File: src/design/spr_pkg.sv
// ----------------------------------------------------------------------------
// spr_pkg: shared types and constants of the serial packet receiver
// Opcodes, event codes, framing phases, payload structs and the memory
// request bundle passed from the framing control to the payload store.
// ----------------------------------------------------------------------------
package spr_pkg;

  // Payload buffer depth and derived widths.
  localparam int unsigned BufferDepth = 256;
  localparam int unsigned AddrW = (BufferDepth > 1) ? $clog2(BufferDepth) : 1;
  localparam int unsigned PtrW = $clog2(BufferDepth + 1);

  localparam logic [15:0] TimeoutReset = 16'd4000;
  localparam logic [15:0] TickMax = 16'hFFFF;
  localparam logic [7:0] LengthBias = 8'd3;

  typedef enum logic [1:0] {
    OP_BYTE    = 2'd0,
    OP_TICK    = 2'd1,
    OP_DISCARD = 2'd2,
    OP_READ    = 2'd3
  } op_e;

  typedef enum logic [2:0] {
    EV_NONE     = 3'd0,
    EV_HEADER   = 3'd1,
    EV_OK       = 3'd2,
    EV_CSUM_BAD = 3'd3,
    EV_TIMEOUT  = 3'd4,
    EV_OVERFLOW = 3'd5,
    EV_DROPPED  = 3'd6
  } ev_e;

  typedef enum logic [2:0] {
    PH_WAIT = 3'd0,
    PH_LEN  = 3'd1,
    PH_ADDR = 3'd2,
    PH_TYPE = 3'd3,
    PH_DATA = 3'd4,
    PH_CSUM = 3'd5,
    PH_HELD = 3'd6
  } phase_e;

  typedef enum logic [1:0] {
    CFG_HEADER  = 2'd0,
    CFG_TIMEOUT = 2'd1
  } cfg_idx_e;

  typedef struct packed {
    logic [1:0] opcode;
    logic [7:0] data_byte;
    logic [7:0] read_index;
  } spr_in_t;

  typedef struct packed {
    logic       packet_ready;
    logic [7:0] packet_type;
    logic [7:0] packet_address;
    logic [7:0] payload_length;
    logic [7:0] read_data;
    logic [2:0] event_res;
  } spr_out_t;

  // Result fields known at the end of the control cycle, before the
  // store's read data returns.
  typedef struct packed {
    logic       packet_ready;
    logic [7:0] packet_type;
    logic [7:0] packet_address;
    logic [7:0] payload_length;
    logic [2:0] event_res;
    logic       rd_en;
  } spr_stat_t;

  typedef struct packed {
    logic             we;
    logic [AddrW-1:0] waddr;
    logic [7:0]       wdata;
    logic             re;
    logic [AddrW-1:0] raddr;
  } spr_mem_req_t;

endpackage

File: src/design/spr_store.sv
// ----------------------------------------------------------------------------
// spr_store: payload buffer
// Single write port, single registered read port. The read data holds
// until the next read.
// ----------------------------------------------------------------------------
module spr_store import spr_pkg::*; (
  input  logic         clk_i,
  input  spr_mem_req_t req_i,
  output logic [7:0]   rdata_o
);

  logic [7:0] mem_q [BufferDepth];
  logic [7:0] rdata_q;

  always_ff @(posedge clk_i) begin
    if (req_i.we) begin
      mem_q[req_i.waddr] <= req_i.wdata;
    end
    if (req_i.re) begin
      rdata_q <= mem_q[req_i.raddr];
    end
  end

  assign rdata_o = rdata_q;

endmodule

File: src/design/spr_ctrl.sv
// ----------------------------------------------------------------------------
// spr_ctrl: framing control
// Walks the frame phases, keeps the running checksum, the header fields,
// the write pointer and the tick timeout, and issues store accesses.
// ----------------------------------------------------------------------------
module spr_ctrl import spr_pkg::*; (
  input  logic         clk_i,
  input  logic         rst_ni,
  input  logic         accept_i,
  input  spr_in_t      item_i,
  input  logic         cfg_we_i,
  input  logic [1:0]   cfg_index_i,
  input  logic [15:0]  cfg_data_i,
  output spr_stat_t    stat_o,
  output spr_mem_req_t mem_req_o
);

  phase_e          phase_q, phase_d;
  logic [7:0]      sum_q, sum_d;
  logic [7:0]      len_q, len_d;
  logic [7:0]      addr_q, addr_d;
  logic [7:0]      type_q, type_d;
  logic [PtrW-1:0] wp_q, wp_d;
  logic [15:0]     tcount_q, tcount_d;
  logic            armed_q, armed_d;
  logic [7:0]      header_q;
  logic [15:0]     timeout_q;

  logic [15:0] limit;
  logic        add_byte;
  ev_e         ev;
  logic [7:0]  b;

  assign b = item_i.data_byte;
  assign limit = (timeout_q != 16'd0) ? timeout_q : 16'd1;

  always_comb begin
    phase_d   = phase_q;
    sum_d     = sum_q;
    len_d     = len_q;
    addr_d    = addr_q;
    type_d    = type_q;
    wp_d      = wp_q;
    tcount_d  = tcount_q;
    armed_d   = armed_q;
    add_byte  = 1'b0;
    ev        = EV_NONE;
    mem_req_o = '0;
    mem_req_o.wdata = b;
    mem_req_o.raddr = AddrW'(item_i.read_index);

    if (accept_i) begin
      case (op_e'(item_i.opcode))
        OP_BYTE: begin
          add_byte = 1'b1;
          case (phase_q)
            PH_HELD: begin
              phase_d  = PH_WAIT;
              add_byte = 1'b0;
              ev       = EV_DROPPED;
            end
            PH_LEN: begin
              len_d   = b - LengthBias;
              phase_d = PH_ADDR;
            end
            PH_ADDR: begin
              addr_d  = b;
              phase_d = PH_TYPE;
            end
            PH_TYPE: begin
              type_d  = b;
              wp_d    = '0;
              phase_d = (len_q != 8'd0) ? PH_DATA : PH_CSUM;
            end
            PH_DATA: begin
              if (32'(wp_q) >= BufferDepth) begin
                phase_d  = PH_WAIT;
                armed_d  = 1'b0;
                add_byte = 1'b0;
                ev       = EV_OVERFLOW;
              end else begin
                mem_req_o.we    = 1'b1;
                mem_req_o.waddr = AddrW'(wp_q);
                wp_d = PtrW'(wp_q + 1'b1);
                if (32'(wp_d) >= 32'(len_q)) begin
                  phase_d = PH_CSUM;
                end
              end
            end
            PH_CSUM: begin
              armed_d  = 1'b0;
              add_byte = 1'b0;
              if (b != sum_q) begin
                phase_d = PH_WAIT;
                ev      = EV_CSUM_BAD;
              end else begin
                if (32'(wp_q) < BufferDepth) begin
                  mem_req_o.we    = 1'b1;
                  mem_req_o.waddr = AddrW'(wp_q);
                end
                phase_d = PH_HELD;
                ev      = EV_OK;
              end
            end
            default: begin
              phase_d = PH_WAIT;
              if (b != header_q) begin
                add_byte = 1'b0;
              end else begin
                phase_d  = PH_LEN;
                sum_d    = 8'd0;
                tcount_d = 16'd0;
                armed_d  = 1'b1;
                ev       = EV_HEADER;
              end
            end
          endcase
        end
        OP_TICK: begin
          if (armed_q) begin
            if (tcount_q != TickMax) begin
              tcount_d = tcount_q + 16'd1;
            end
            if (tcount_d >= limit) begin
              armed_d = 1'b0;
              phase_d = PH_WAIT;
              ev      = EV_TIMEOUT;
            end
          end
        end
        OP_DISCARD: begin
          phase_d = PH_WAIT;
          armed_d = 1'b0;
        end
        default: begin
          mem_req_o.re = (32'(item_i.read_index) < BufferDepth);
        end
      endcase
      if (add_byte) begin
        sum_d = sum_d + b;
      end
    end
  end

  assign stat_o.packet_ready   = (phase_d == PH_HELD);
  assign stat_o.packet_type    = type_d;
  assign stat_o.packet_address = addr_d;
  assign stat_o.payload_length = len_d;
  assign stat_o.event_res      = ev;
  assign stat_o.rd_en          = mem_req_o.re;

  always_ff @(posedge clk_i or negedge rst_ni) begin
    if (!rst_ni) begin
      phase_q   <= PH_WAIT;
      sum_q     <= '0;
      len_q     <= '0;
      addr_q    <= '0;
      type_q    <= '0;
      wp_q      <= '0;
      tcount_q  <= '0;
      armed_q   <= 1'b0;
      header_q  <= '0;
      timeout_q <= TimeoutReset;
    end else begin
      phase_q  <= phase_d;
      sum_q    <= sum_d;
      len_q    <= len_d;
      addr_q   <= addr_d;
      type_q   <= type_d;
      wp_q     <= wp_d;
      tcount_q <= tcount_d;
      armed_q  <= armed_d;
      if (cfg_we_i && cfg_index_i == CFG_HEADER) begin
        header_q <= cfg_data_i[7:0];
      end
      if (cfg_we_i && cfg_index_i == CFG_TIMEOUT) begin
        timeout_q <= cfg_data_i;
      end
    end
  end

  // A held packet never has a running timeout.
  assert property (@(posedge clk_i) disable iff (!rst_ni)
    phase_q == PH_HELD |-> !armed_q)
    else $error("timeout armed while a packet is held");

  // A store write only happens on an accepted byte in the data or checksum phase.
  assert property (@(posedge clk_i) disable iff (!rst_ni)
    mem_req_o.we |-> accept_i && (phase_q == PH_DATA || phase_q == PH_CSUM))
    else $error("store written outside the payload phases");

  // The pointer never runs past the end of the buffer.
  assert property (@(posedge clk_i) disable iff (!rst_ni)
    32'(wp_q) <= BufferDepth)
    else $error("write pointer beyond buffer depth");

endmodule

File: src/design/serial_packet_receiver_top.sv
// ----------------------------------------------------------------------------
// serial_packet_receiver_top: serial frame deframer with additive checksum
// Each result passes stage one and the output register before it is presented.
// Throughput: one item per cycle unless output back-pressure fills both stages;
// the framing control updates in the accepting cycle, the store read is registered.
// Reset clears all control state and restores the configuration defaults;
// the payload store is not cleared and needs no clearing pass.
// ----------------------------------------------------------------------------
module serial_packet_receiver_top import spr_pkg::*; (
  input  logic        clk_i,
  input  logic        rst_ni,
  input  logic        in_valid_i,
  output logic        in_ready_o,
  input  spr_in_t     in_data_i,
  output logic        out_valid_o,
  input  logic        out_ready_i,
  output spr_out_t    out_data_o,
  input  logic        cfg_valid_i,
  output logic        cfg_ready_o,
  input  logic [1:0]  cfg_index_i,
  input  logic [15:0] cfg_data_i
);

  // Pipeline: the control updates its registers at the input transfer and
  // launches any store access in the same cycle. Stage one holds the status
  // fields while the store read completes; stage two is the output register
  // that merges the read data. Stage one drains whenever stage two is empty
  // or being taken, so new input waits only while both stages are full and stalled.

  logic         accept;
  logic         adv1;
  spr_stat_t    stat;
  spr_mem_req_t mem_req;
  logic [7:0]   rdata;

  logic         v1_q;
  spr_stat_t    s1_q;
  logic         v2_q;
  spr_out_t     out_q;

  // Configuration writes are always taken; the user must send them only while idle (not enforced here).
  assign cfg_ready_o = 1'b1;

  assign adv1       = !v2_q || out_ready_i;
  assign in_ready_o = !v1_q || adv1;
  assign accept     = in_valid_i && in_ready_o;

  spr_ctrl u_ctrl (
    .clk_i       (clk_i),
    .rst_ni      (rst_ni),
    .accept_i    (accept),
    .item_i      (in_data_i),
    .cfg_we_i    (cfg_valid_i),
    .cfg_index_i (cfg_index_i),
    .cfg_data_i  (cfg_data_i),
    .stat_o      (stat),
    .mem_req_o   (mem_req)
  );

  spr_store u_store (
    .clk_i   (clk_i),
    .req_i   (mem_req),
    .rdata_o (rdata)
  );

  // Stage one and stage two valid flags.
  always_ff @(posedge clk_i or negedge rst_ni) begin
    if (!rst_ni) begin
      v1_q <= 1'b0;
      v2_q <= 1'b0;
    end else begin
      if (accept) begin
        v1_q <= 1'b1;
      end else if (adv1) begin
        v1_q <= 1'b0;
      end
      if (adv1) begin
        v2_q <= v1_q;
      end
    end
  end

  always_ff @(posedge clk_i) begin
    if (accept) begin
      s1_q <= stat;
    end
    // The store holds its read data until the next read, and a new read
    // only launches when stage one moves on at the same edge.
    if (adv1 && v1_q) begin
      out_q.packet_ready   <= s1_q.packet_ready;
      out_q.packet_type    <= s1_q.packet_type;
      out_q.packet_address <= s1_q.packet_address;
      out_q.payload_length <= s1_q.payload_length;
      out_q.read_data      <= s1_q.rd_en ? rdata : 8'd0;
      out_q.event_res      <= s1_q.event_res;
    end
  end

  assign out_valid_o = v2_q;
  assign out_data_o  = out_q;

  // An input transfer always lands in stage one.
  assert property (@(posedge clk_i) disable iff (!rst_ni)
    accept |=> v1_q)
    else $error("accepted item lost before stage one");

  // A stalled stage one keeps its status fields.
  assert property (@(posedge clk_i) disable iff (!rst_ni)
    v1_q && !adv1 |=> v1_q && $stable(s1_q))
    else $error("stage one changed while stalled");

  // The control never reads and writes the store in the same cycle.
  assert property (@(posedge clk_i) disable iff (!rst_ni)
    !(mem_req.we && mem_req.re))
    else $error("store read and write in one cycle");

  // A store access only comes with an input transfer.
  assert property (@(posedge clk_i) disable iff (!rst_ni)
    (mem_req.we || mem_req.re) |-> accept)
    else $error("store access without an input transfer");

endmodule

File: config.mk
export PLATFORM = sky130hd
export DESIGN_NAME = serial_packet_receiver_top
export DESIGN_NICKNAME = d
export VERILOG_FILES = /design/src/design/spr_pkg.sv /design/src/design/spr_store.sv /design/src/design/spr_ctrl.sv /design/src/design/serial_packet_receiver_top.sv
export SDC_FILE = /design/constraint.sdc
export NUM_CORES = 2
export LEC_CHECK = 0
export BUFFER_PORTS_ARGS = -buffer_cell sky130_fd_sc_hd__buf_4
export CAP_MARGIN = 20
export CORE_MARGIN = 2
export CORE_UTILIZATION = 60
export CTS_BUF_LIST = sky130_fd_sc_hd__clkbuf_2
export CTS_CLUSTER_DIAMETER = 50
export DETAILED_ROUTE_END_ITERATION = 7
export HOLD_SLACK_MARGIN = 0.03
export PLACE_DENSITY = 0.76
export SLEW_MARGIN = 20
export SYNTH_ARGS = -nofsm -noshare
export SYNTH_HDL_FRONTEND = slang
export SYNTH_SLANG_ARGS = --single-unit
File: constraint.sdc
create_clock -name clk_i -period 5 [get_ports clk_i]
set_input_delay 1 -clock clk_i [delete_from_list [all_inputs] [get_ports clk_i]]
set_output_delay 1 -clock clk_i [all_outputs]
set_load 0.05 [all_outputs]
==> metrics.md <==
| Metric | Value |
|---|---|
| Status | completed |
| Fin. max-slew vios | 0 |
| Crit share post-route | 84.0% |
| Synth Instances | 4305 |
| Asr flop ratio synth | 3.94% |
| Critical Path RT | between 6 and 7 ns |
| Most frequent cells after synthesis | 2121 x edfxtp_1, 473 x mux4_2, 312 x nor2_1 |
| Max_slew headroom | 23.2% |
| Comb pwr share | 7.6% |
| Die Footprint | 147000 um^2 |
| Post-synthesis sequential area ratio | 76.3% |
| Initial antenna violation count | 9 |
| Mean post-synth cell area | 20.0 um^2 |
| VDD IR-drop max | 0.229 mV |
| GR Overflow Total | 0 |
| Crit path DAT | 5.63 ns |
| Clock Sinks | about 2200 |
| Synthesis Warnings | 0 |
| CP Capture Type | flip-flop |
| WL met3 | around 24000 um |
| Worst r2r path cells | 13 |
| Routed met1 length | slightly below 80000 um |
| Worst Path Class, Setup | flip-flop to flip-flop |
| Critical R2R Launch | u_ctrl.tcount_q[4] |
| Row cnt | 139 |
| DR top layer | met5 |
| Overall power | 34.9 mW |
| Crit path launch type | flip-flop |
| Reg-to-Reg End | s1_q[28] |
| Routed Antenna Nets | 0 |
| Hold crit path type | primary input to flip-flop |
| Detailed placement HPWL | 127000 um |
| Clock skew | 0.172 ns |
| Sw Share | 25.1% |
| Endpoints failing setup | 0 |
| DRT Pass-1 Iters | 8 |
| Final number of hold-violating endpoints | 0 |
| Sw Pwr | 8.75 mW |
| Internal Pwr Total | 26.1 mW |
| Max Clk Rate | 238 MHz |
| Layout net count | 5090 |
| MaxCap Viol Count | 0 |
| Initial Util | 60.3% |
| Die Ht | 383 um |
| Initial DRC Count | between 7000 and 8000 |
| Skew-Pair Late Insertion Delay | 1.77 ns |
| Aggregate global-route resource usage | 29.0% |
| Fin Hold WS | 0.287 ns |
| Share of cells above drive strength 1 | between 30% and 40% |
| CORE AREA | roughly 140000 um^2 |
| Syn Nets | 4385 |
| Layout area overhead | 11.2% |
| Die span in x | 383 um |
| Unrepaired setup endpoints after global routing | no |
| First-pass GRT wire length | 307000 um |
| Routed WL per cell | just under 30 um |
| Largest net degree at the start of global routing | 208 |
| Critical Path Start | u_ctrl.tcount_q[4] |
| Num CTS Buffers | 548 |
| Largest cells by area after synthesis | edfxtp_1 74%, mux4_2 12%, dfrtp_1 2.3% |
| Post-DR vias/cell | 6.43 |
| CTS tree | done |
| Post-layout min period | between 4 and 5 ns |
| R2R setup slack | 0.80 ns |
| Leak | 32.1 nW |
| Multi-input logic area | 19300 um^2 |
| Pwr/cell area | 364 nW/um^2 |
| H-tree levels | 6 |
| Synth Flop Type | edfxtp_1 |
| Io pins | 80 |
| Clock buffer depth | 4 |
| Number of global-route vias before repair | roughly 47000 |
| Post-CTS sizing | 0 |
| Total vias in the final route | 46906 |
| FILL cells | a little over 9000 |
| Synth area leader | edfxtp_1 |
| EDFF count, synth | 2121 |
| Port Buf Inserts | 78 |
| Tightest Pin Transition | ~1.2 ns |
| DR DRC count | 0 |
| Setup_tns | 0 ns |
| CP max FO | 8 |
| Share of the synthesized area in the top cell type | between 70% and 80% |
| Met2 WL | just over 100000 um |
| Gp weighted congestion | 0.894 |
| Sequential cell area | 65900 um^2 |
| Clk root buf | clkbuf_2 |
| Seq cells post-synth | 2208 |
| Clock Pin Slew Worst Setup and Hold Paths | about 0.12 ns |
| WL final | 210000 um |
| Most common cell in the synthesized netlist | edfxtp_1 |
| Final worst-path setup slack | 0.800 ns |
| Pre-CTS setup slack | around 0.22 ns |
| Synth cell types | between 60 and 70 |
| CP Capture Point | s1_q[28] |
| Clk pwr share | between 30% and 40% |
| Synth Cell Area | 86300 um^2 |
| Share of power burned in registers | 59.5% |
[area by class of cell]
| cell class | instances | share of cell area, % |
|---|---|---|
| inverters | 47 | 0.184 |
| clock inverters | 159 | 0.916 |
| multi-input cells | 1809 | 20.1 |
| well taps | 1903 | 2.48 |
| diodes | 5 | 0.0130 |
| clock buffers | 763 | 3.98 |
| repair buffers | 396 | 3.66 |
| flip-flops and latches | 2208 | 68.7 |
[logic make-up (layout without fill, tap and decap cells)]
logic type | Yosys count | after routing | synth area share (%)
flip-flops | 2208 | 2208 | 76.3
AND/OR/NAND/NOR | 666 | 666 | 3.56
multiplexers | 625 | 625 | 14.2
AO/OA/AOI/OAI | 432 | 432 | 3.45
buffers and inverters | 288 | 1365 | 1.41
XOR/XNOR | 46 | 46 | 0.467
adder cells (fa/ha/maj) | 39 | 39 | 0.574
other | 1 | 6 | 0.00435
[worst min path at each step]
stage                       start                     to  slack [ns]  cells past startpoint
finish              in_data_i[12]  u_store.mem_q[250][4]        0.29                      2
global route        in_data_i[11]  u_store.mem_q[246][3]        0.15                      2
CTS                 in_data_i[11]  u_store.mem_q[246][3]        0.04                      2
detailed placement       s1_q[25]         out_data_o[32]        0.41                      0
global placement          s1_q[9]         out_data_o[16]        0.40                      0
floorplan                 s1_q[1]          out_data_o[0]        0.40                      0
[placed cells by master (no fill, tap or decap), drive strengths merged, types with 46 or more instances in the layout]
| cell type | n |
|---|---|
| dlygate4sd3 | 59 |
| edfxtp | 2121 |
| inv | 65 |
| nor2 | 312 |
| clkbuf | 763 |
| mux2 | 46 |
| a22oi | 66 |
| nand3 | 46 |
| o22ai | 111 |
| clkinv | 129 |
| a21oi | 46 |
| nand2 | 130 |
| mux2i | 106 |
| mux4 | 473 |
| buf | 337 |
| dfrtp | 81 |
[metrics by stage]
step	instance area [um^2]	util, %	instances
2_1_floorplan	86300	-	4305
3_3_place_gp	90500	63.3	6302
3_5_place_dp	90600	63.3	6302
4_1_cts	95900	67.0	7284
5_1_grt	95900	67.0	7289
6_report	95900	67.0	7290
[flip-flops by register name (all words and copies together), names as in the netlist]
signal            cells
out_data_o           36
out_valid_o           1
s1_q                 29
u_ctrl.addr_q         8
u_ctrl.armed_q        1
u_ctrl.header_q       8
u_ctrl.len_q          8
u_ctrl.phase_q        3
u_ctrl.sum_q          8
u_ctrl.tcount_q      16
u_ctrl.timeout_q     16
u_ctrl.type_q         8
u_ctrl.wp_q           9
u_store.mem_q      2048
u_store.rdata_o       8
v1_q                  1
[critical path, stage by stage, from the launching register on]
cell	delay, ns
dfrtp_1	0.48
nand4_1	0.21
nor4_1	0.69
a21boi_1	0.37
and2_1	0.29
xor2_1	0.17
ha_1	0.31
nand4_1	0.14
a211o_1	0.26
nand2b_1	0.15
o221ai_1	0.36
o21ai_0	0.16
a21boi_0	0.27
a211oi_1	0.09
[routing by layer]
metal | track usage [%] | up-vias
li1 | - | 19435
met1 | 40.1 | 23776
met2 | 44.3 | 3224
met3 | 7.74 | 469
met4 | 12.3 | 2
met5 | 0.265 | -
[power by group through the flow]
stage / clock network, mW / registers, mW / logic, mW
5_1_grt: 12.6 / 20.8 / 2.82
4_1_cts: 11.7 / 20.8 / 2.64
2_1_floorplan: 0 / 21.2 / 1.47
6_report: 11.5 / 20.8 / 2.65
3_3_place_gp: 0 / 21.2 / 2.53
3_5_place_dp: 0 / 21.2 / 2.58
[what timing repair did]
action,4_1_cts,5_1_grt
buffers inserted,0,0
hold endpoints to repair,780,0
hold buffers,60,0
No activity file was read; power rests on OpenSTA's default activity.
